File: config.mk
export PLATFORM = sky130hd
export DESIGN_NAME = esl_ctrl
export DESIGN_NICKNAME = d
export VERILOG_FILES = /design/src/hw/rtl/esl_pkg.sv /design/src/hw/rtl/esl_crc.sv /design/src/hw/rtl/esl_ctrl.sv
export SDC_FILE = /design/constraint.sdc
export NUM_CORES = 2
export LEC_CHECK = 0
export BUFFER_PORTS_ARGS = -buffer_cell sky130_fd_sc_hd__buf_2
export CAP_MARGIN = 20
export CORE_ASPECT_RATIO = 1.2
export CORE_MARGIN = 2
export CORE_UTILIZATION = 55
export CTS_CLUSTER_SIZE = 30
export DETAILED_ROUTE_END_ITERATION = 6
export PLACE_DENSITY = 0.77
export SETUP_SLACK_MARGIN = 0.5
export SYNTH_ARGS = -nofsm -noshare
export SYNTH_HDL_FRONTEND = slang
export SYNTH_SLANG_ARGS = --single-unit
File: constraint.sdc
create_clock -name i_clk -period 9.03 [get_ports i_clk]
set_clock_uncertainty 0.1 [all_clocks]
set_input_delay 0.4515 -clock i_clk [delete_from_list [all_inputs] [get_ports i_clk]]
set_output_delay 0.4515 -clock i_clk [all_outputs]
set_load 0.05 [all_outputs]
File: src/hw/rtl/esl_pkg.sv
// ----------------------------------------------------------------------------
// esl_pkg
// Shared types, codes and constants of the event sequence load checker,
// including the CRC-32 update matrix that is built at elaboration.
// ----------------------------------------------------------------------------
package esl_pkg;

    localparam int MAX_EVENTS = 4096;
    localparam int MIN_EVENTS = 1;
    // Wide enough to hold MAX_EVENTS itself.
    localparam int CNT_W      = $clog2(MAX_EVENTS + 1);
    localparam int SLOT_W     = 12;
    localparam int CRC_DATA_W = 128;
    localparam int CRC_COLS   = 32 + CRC_DATA_W;

    localparam logic [31:0] CRC_POLY = 32'hEDB8_8320;
    localparam logic [31:0] CRC_INIT = 32'hFFFF_FFFF;
    localparam logic [31:0] MASK_RST = 32'h0000_00FF;

    typedef enum logic [1:0] {
        CMD_BEGIN  = 2'd0,
        CMD_EVENT  = 2'd1,
        CMD_COMMIT = 2'd2,
        CMD_CLEAR  = 2'd3
    } t_cmd;

    typedef enum logic [2:0] {
        STAT_OK           = 3'd0,
        STAT_BAD_STATE    = 3'd1,
        STAT_BAD_SEQUENCE = 3'd2,
        STAT_BAD_INDEX    = 3'd3,
        STAT_CRC_MISMATCH = 3'd4
    } t_status;

    typedef enum logic [2:0] {
        FLT_NONE        = 3'd0,
        FLT_COUNT       = 3'd1,
        FLT_RESERVED    = 3'd2,
        FLT_FLAGS       = 3'd3,
        FLT_NO_CHANGE   = 3'd4,
        FLT_TIME_ORDER  = 3'd5,
        FLT_UNSAFE_LAST = 3'd6
    } t_fault;

    typedef struct packed {
        t_cmd        cmd;
        logic [31:0] evt_total;
        logic [31:0] expected_crc;
        logic [31:0] evt_pos;
        logic [63:0] timestamp;
        logic [31:0] out_pattern;
        logic [31:0] event_flags;
        logic        sequencer_idle;
    } t_item;

    typedef struct packed {
        t_status           status;
        t_fault            fault;
        logic [31:0]       report_a;
        logic [31:0]       report_b;
        logic              load_active;
        logic              load_committed;
        logic              store_event;
        logic [SLOT_W-1:0] store_index;
    } t_result;

    typedef logic [CRC_COLS-1:0][31:0] t_crc_mat;

    // Bit-serial reflected CRC over 128 data bits, bit 0 first.
    function automatic logic [31:0] crc_serial(logic [31:0] crc,
                                               logic [CRC_DATA_W-1:0] data);
        logic [31:0] c;
        c = crc;
        for (int b = 0; b < CRC_DATA_W; b++) begin
            if (c[0] ^ data[b]) begin
                c = (c >> 1) ^ CRC_POLY;
            end else begin
                c = c >> 1;
            end
        end
        return c;
    endfunction

    // The update is linear: column i is the response to a single set bit,
    // first the 32 CRC bits, then the 128 data bits.
    function automatic t_crc_mat build_crc_mat();
        t_crc_mat m;
        for (int i = 0; i < CRC_COLS; i++) begin
            if (i < 32) begin
                m[i] = crc_serial(32'd1 << i, '0);
            end else begin
                m[i] = crc_serial('0, {{(CRC_DATA_W-1){1'b0}}, 1'b1} << (i - 32));
            end
        end
        return m;
    endfunction

    localparam t_crc_mat CRC_MAT = build_crc_mat();

endpackage

File: src/hw/rtl/esl_crc.sv
// ----------------------------------------------------------------------------
// esl_crc
// Folds one 128-bit event record into a reflected CRC-32 in a single step,
// using the precomputed XOR matrix.
// ----------------------------------------------------------------------------
module esl_crc
    import esl_pkg::*;
(
    input  logic [31:0]           i_crc,
    input  logic [CRC_DATA_W-1:0] i_data,
    output logic [31:0]           o_crc
);

    always_comb begin
        logic [31:0] acc;
        acc = '0;
        for (int i = 0; i < 32; i++) begin
            if (i_crc[i]) begin
                acc = acc ^ CRC_MAT[i];
            end
        end
        for (int j = 0; j < CRC_DATA_W; j++) begin
            if (i_data[j]) begin
                acc = acc ^ CRC_MAT[32 + j];
            end
        end
        o_crc = acc;
    end

endmodule

File: src/hw/rtl/esl_ctrl.sv
// ----------------------------------------------------------------------------
// esl_ctrl
// Load state, output mask register and the per-beat decision logic. The
// state advances on i_step, the same edge at which the result is registered.
// ----------------------------------------------------------------------------
module esl_ctrl
    import esl_pkg::*;
(
    input  logic        i_clk,
    input  logic        i_rst_n,
    input  logic        i_step,
    input  t_item       i_item,
    input  logic        i_cfg_we,
    input  logic [31:0] i_cfg_wdata,
    output t_result     o_result
);

    logic             r_active,    n_active;
    logic             r_committed, n_committed;
    logic [CNT_W-1:0] r_announced, n_announced;
    logic [CNT_W-1:0] r_next,      n_next;
    logic [31:0]      r_target,    n_target;
    logic [31:0]      r_crc,       n_crc;
    logic [63:0]      r_last_time, n_last_time;
    logic [31:0]      r_last_st,   n_last_st;
    logic [31:0]      r_mask;

    logic [31:0] crc_upd;
    t_fault      ev_fault;
    logic        idx_ok;
    logic        count_bad;
    logic        is_last;
    logic [31:0] crc_final;

    esl_crc u_crc (
        .i_crc  (r_crc),
        .i_data ({i_item.event_flags, i_item.out_pattern, i_item.timestamp}),
        .o_crc  (crc_upd)
    );

    assign count_bad = (i_item.evt_total < 32'(MIN_EVENTS)) ||
                       (i_item.evt_total > 32'(MAX_EVENTS));
    assign idx_ok    = (i_item.evt_pos == 32'(r_next)) &&
                       (i_item.evt_pos < 32'(r_announced));
    assign is_last   = ({1'b0, i_item.evt_pos} + 33'd1) == 33'(r_announced);
    assign crc_final = r_crc ^ CRC_INIT;

    // Event checks in priority order.
    always_comb begin
        if ((i_item.out_pattern & ~r_mask) != '0) begin
            ev_fault = FLT_RESERVED;
        end else if (i_item.event_flags != '0) begin
            ev_fault = FLT_FLAGS;
        end else if (i_item.out_pattern == r_last_st) begin
            ev_fault = FLT_NO_CHANGE;
        end else if ((i_item.evt_pos != '0) && (i_item.timestamp <= r_last_time)) begin
            ev_fault = FLT_TIME_ORDER;
        end else if (is_last && (i_item.out_pattern != '0)) begin
            ev_fault = FLT_UNSAFE_LAST;
        end else begin
            ev_fault = FLT_NONE;
        end
    end

    always_comb begin
        t_result res;
        n_active    = r_active;
        n_committed = r_committed;
        n_announced = r_announced;
        n_next      = r_next;
        n_target    = r_target;
        n_crc       = r_crc;
        n_last_time = r_last_time;
        n_last_st   = r_last_st;
        res         = '{status: STAT_OK, fault: FLT_NONE, default: '0};

        case (i_item.cmd)
            CMD_BEGIN: begin
                if (count_bad) begin
                    n_active    = 1'b0;
                    n_committed = 1'b0;
                    res.status  = STAT_BAD_SEQUENCE;
                    res.fault   = FLT_COUNT;
                    res.report_b = 32'(FLT_COUNT);
                end else if (!i_item.sequencer_idle) begin
                    res.status = STAT_BAD_STATE;
                end else begin
                    n_committed  = 1'b0;
                    n_active     = 1'b1;
                    n_announced  = i_item.evt_total[CNT_W-1:0];
                    n_next       = '0;
                    n_target     = i_item.expected_crc;
                    n_crc        = CRC_INIT;
                    n_last_time  = '0;
                    n_last_st    = '0;
                    res.report_a = i_item.evt_total;
                    res.report_b = i_item.expected_crc;
                end
            end
            CMD_EVENT: begin
                if (!r_active) begin
                    res.status = STAT_BAD_STATE;
                end else if (!idx_ok) begin
                    n_active     = 1'b0;
                    n_committed  = 1'b0;
                    res.status   = STAT_BAD_INDEX;
                    res.report_a = i_item.evt_pos;
                    res.report_b = 32'(r_next);
                end else if (ev_fault != FLT_NONE) begin
                    n_active     = 1'b0;
                    n_committed  = 1'b0;
                    res.status   = STAT_BAD_SEQUENCE;
                    res.fault    = ev_fault;
                    res.report_a = i_item.evt_pos;
                    res.report_b = 32'(ev_fault);
                end else begin
                    n_crc           = crc_upd;
                    n_last_time     = i_item.timestamp;
                    n_last_st       = i_item.out_pattern;
                    n_next          = r_next + CNT_W'(1);
                    res.report_a    = i_item.evt_pos;
                    res.store_event = 1'b1;
                    res.store_index = i_item.evt_pos[SLOT_W-1:0];
                end
            end
            CMD_COMMIT: begin
                if (!r_active || (r_next != r_announced)) begin
                    n_active     = 1'b0;
                    n_committed  = 1'b0;
                    res.status   = STAT_BAD_STATE;
                    res.report_a = 32'(r_next);
                    res.report_b = 32'(r_announced);
                end else if (crc_final != r_target) begin
                    n_active     = 1'b0;
                    n_committed  = 1'b0;
                    res.status   = STAT_CRC_MISMATCH;
                    res.report_a = r_target;
                    res.report_b = crc_final;
                end else begin
                    n_active     = 1'b0;
                    n_committed  = 1'b1;
                    res.report_a = 32'(r_announced);
                    res.report_b = crc_final;
                end
            end
            CMD_CLEAR: begin
                n_active = 1'b0;
            end
            default: begin
                n_active = r_active;
            end
        endcase

        res.load_active    = n_active;
        res.load_committed = n_committed;
        o_result           = res;
    end

    always_ff @(posedge i_clk) begin
        if (!i_rst_n) begin
            r_mask <= MASK_RST;
        end else if (i_cfg_we) begin
            r_mask <= i_cfg_wdata;
        end
    end

    always_ff @(posedge i_clk) begin
        if (!i_rst_n) begin
            r_active    <= 1'b0;
            r_committed <= 1'b0;
            r_announced <= '0;
            r_next      <= '0;
            r_target    <= '0;
            r_crc       <= CRC_INIT;
            r_last_time <= '0;
            r_last_st   <= '0;
        end else if (i_step) begin
            r_active    <= n_active;
            r_committed <= n_committed;
            r_announced <= n_announced;
            r_next      <= n_next;
            r_target    <= n_target;
            r_crc       <= n_crc;
            r_last_time <= n_last_time;
            r_last_st   <= n_last_st;
        end
    end

endmodule

==> results.json <==
{
  "element_type_at_the_critical_path_end": "primary output",
  "clock-root-buffer": "sky130_fd_sc_hd__clkbuf_16",
  "final_hold_violation_count": 0,
  "p_leak_uw": 0.0103,
  "post_cts.resized_instances": 0,
  "groute.usage.overall": 0.519,
  "overflow": 0,
  "cts.clk_slew.worst_paths_ps": 60,
  "post-synth-top-area-fraction": 0.364,
  "status": "finished clean",
  "worst-endpoint-arrival_ps": 4940,
  "crit_path_max_fanout": 12,
  "synthDominantAreaCellType": "sky130_fd_sc_hd__xnor2_1",
  "min_path_type": "in2reg",
  "worst-slew-pin-transition_ps": 1190,
  "io_pins": 348,
  "synth_xor_area_frac": 0.454,
  "crit_path_cell_trace": "inv_1 > ha_1 > a21oi_1 > o21ai_0 > a211oi_1 > o32ai_1 > or4_1 > a21oi_1 > nor3_2 > nand2_1 > nor2_1 > o21ai_0 > buf_2",
  "simple_gate_area_share_of_the_yosys_netlist": 0.141,
  "sequential_element_share_of_the_synthesized_area": 0.173,
  "core-area_um2": 45800,
  "synth_async_sr_flop_share": 0,
  "hold_ws_ps": 10.6,
  "detailroute.via_count": 24900,
  "routed_wire_length_per_instance_um": 31.7,
  "grt_pass1_wl_um": 176000,
  "timing.hold.worst_endpoint": "r_mask[7]",
  "number_of_storage_elements_in_the_synthesis_netlist": 220,
  "critPathLaunchType": "register",
  "std_cell_rows": 86,
  "ant_nets": 0,
  "cell_types_occupying_the_most_area_after_synthesis": "sky130_fd_sc_hd__xnor2_1 36%, sky130_fd_sc_hd__dfxtp_1 17%, sky130_fd_sc_hd__xor2_1 8.6%, sky130_fd_sc_hd__nand2_1 6.1%, sky130_fd_sc_hd__ha_1 3.9%",
  "portBuffers": 347,
  "clock-sinks": 220,
  "muxShareOfSynthArea": 0.0157,
  "synth_top_family_by_area": "XOR/XNOR gates",
  "yosysWarnings": 0,
  "timing.final.crit_share": 0.608,
  "totalWireLength_um": 128000,
  "antenna_found_initial": 4,
  "synthTopCellsByCount": "1060 x sky130_fd_sc_hd__xnor2_1, 413 x sky130_fd_sc_hd__nand2_1, 249 x sky130_fd_sc_hd__xor2_1",
  "post_synth.cell_area_avg_um2": 7.84,
  "first_iter_violations": 2971,
  "reg2regPathDepth": 14,
  "min_from": "i_cfg_wdata[7]",
  "worst-setup-path-type": "reg2out",
  "cpPeakStageDelay_ps": 710,
  "worstReg2RegStart": "r_last_time[4]",
  "post-dp-hpwl_um": 102000,
  "final_cell_area_um2": 28200,
  "start_util": 0.556,
  "worstSkewPairLatency_ps": 590,
  "power-per-cell-area_nw_per_um2": 204,
  "layout_setup_ws_ps": 3540,
  "max_slew_margin": 0.200,
  "die_x_um": 200,
  "maxClockFrequency_mhz": 182,
  "synth_flop_cell": "sky130_fd_sc_hd__dfxtp_1",
  "detail_route.vias_per_cell": 6.17,
  "final_period_minus_worst_setup_slack_ps": 5490,
  "maximum_vdd_drop_mv": 0.165,
  "tritoncts_clock_tree": "built",
  "nets": 3738,
  "globalplace.congestion": 1.17,
  "dieArea_um2": 48100,
  "yosys.cell_types.count": 70,
  "via_count_of_the_first_global_routing_pass": 23700,
  "remaining_drc_errors": 0,
  "fin_total_pwr_uw": 5760,
  "synth-compound-area-share": 0.111,
  "critPathSlowestCell": "sky130_fd_sc_hd__a211oi_1",
  "req_time_crit_path_ps": 8480,
  "post_syn_nets": 3593,
  "layout-area-overhead-vs-synth_pct": 10.8,
  "synth_fa_ha_area_frac": 0.0393,
  "synth.most_common_cell": "sky130_fd_sc_hd__xnor2_1",
  "clock_tree.buffer_depth": 3,
  "cp_top_family": "compound AO/OA/AOI/OAI gates",
  "max_cap_violations": 0,
  "drtPass1Iterations": 7,
  "timing.setup.tns_ps": 0,
  "placed_standard_cell_area_um2": 27200,
  "clock_buffer_count_from_cts": 26,
  "timing.rr.end": "r_last_st[15]",
  "worst_hold_path.num_cells": 3,
  "worst_case_setup_slack_after_placement_ps": 3500,
  "crit_buf_inv": 2,
  "finalMaxSlewViolations": 0,
  "mappedNetlistArea_um2": 25500,
  "synth-edff-count": 0,
  "number_of_cells_produced_by_synthesis": 3250,
  "drive_above_1_share": 0.135,
  "timing.final.setup_violations": 0,
  "grt_setup_unrepaired": "false",
  "level_count_of_the_clock_h_tree": 1,
  "maximum_number_of_pins_on_one_net_before_global_route_repair": 107,
  "die_height_um": 240,
  "timing.reg2reg.setup_slack_ps": 3600
}
==> cells in the final DEF, fill, tap and decap left out, drive strengths merged, types with 10 or more instances in the layout <==
cell type / count
xnor2: 1060
nand2: 413
buf: 395
xor2: 249
dfxtp: 220
a21boi: 143
inv: 134
nor2: 99
ha: 80
a21oi: 61
nor4: 59
nand4: 56
o21ai: 55
mux2i: 40
clkbuf: 37
o22ai: 31
nand3: 31
nor2b: 30
a22o: 21
and3: 19
a222oi: 17
nor3: 16
o211ai: 14
a21o: 10
or4: 10
==> layer usage <==
metal,GRT usage,part of all wire
met1,0.570,0.34
met2,0.809,0.43
met3,0.128,0.11
met4,0.519,0.12
met5,0,0
==> flip-flops by register name, indices dropped and copies added (netlist names) <==
name / cells
r_active: 1
r_mask: 32
r_last_time: 64
r_crc: 32
r_committed: 1
r_target: 32
r_announced: 13
r_last_st: 32
r_next: 13
==> power breakdown <==
part           internal (uW)  total, uW  switching (uW)
clock network            676       1150             475
logic                   1540       3630            2090
registers                979        985            5.93
total                   3190       5760            2570
==> worst max path at each step <==
stage	slack, ps	depth (start not counted)	start	to
3_3_place_gp	3670	14	i_item[69]	r_last_time[57]
5_1_grt	3420	14	r_last_time[63]	r_last_st[15]
6_report	3540	13	r_last_time[4]	o_result[83]
2_1_floorplan	4320	10	i_item[133]	o_result[17]
3_5_place_dp	3500	14	i_item[69]	r_last_time[38]
4_1_cts	3610	13	r_last_time[63]	o_result[83]
==> through the flow <==
step                      std cells  utilization
after floorplan                3250            -
after CTS                      4027        0.615
final                          4034        0.616
after global placement         3973        0.593
after detailed placement       3973        0.593
after global routing           4032        0.616
==> worst register-to-register path, cell delays in order, from the launching register on <==
cell and delay (ps):
sky130_fd_sc_hd__dfxtp_1 330, sky130_fd_sc_hd__inv_1 50, sky130_fd_sc_hd__ha_1 320, sky130_fd_sc_hd__a21oi_1 220
sky130_fd_sc_hd__o21ai_0 180, sky130_fd_sc_hd__a211oi_1 710, sky130_fd_sc_hd__o32ai_1 200, sky130_fd_sc_hd__or4_1 600
sky130_fd_sc_hd__a21oi_1 630, sky130_fd_sc_hd__nor2_2 180, sky130_fd_sc_hd__a31oi_4 190, sky130_fd_sc_hd__buf_4 540
sky130_fd_sc_hd__buf_4 730, sky130_fd_sc_hd__nand2_1 180, sky130_fd_sc_hd__a21boi_1 190
==> cell type report <==
cell class / count / area (um2)
fillers: 4101 / 17600
clock inverters: 11 / 163
multi-input cells: 2612 / 19400
flip-flops and latches: 220 / 4400
clock buffers: 37 / 762
inverters: 134 / 503
well taps: 616 / 771
repair buffers: 401 / 2160
diodes: 3 / 7.51
==> cell families (layout without fill, tap and decap cells) <==
group,Yosys count,after routing
XOR/XNOR,1313,1313
multiplexers,40,40
flip-flops,220,220
AND/OR/NAND/NOR,773,773
AO/OA/AOI/OAI,406,406
other,0,3
buffers and inverters,418,583
adder cells (fa/ha/maj),80,80
==> repair_timing <==
| action | CTS | global route |
|---|---|---|
| hold buffers | 6 | 0 |
| hold endpoints to repair | 6 | 0 |
| setup buffers | 0 | 0 |
No activity file was read; power rests on OpenSTA's default activity.
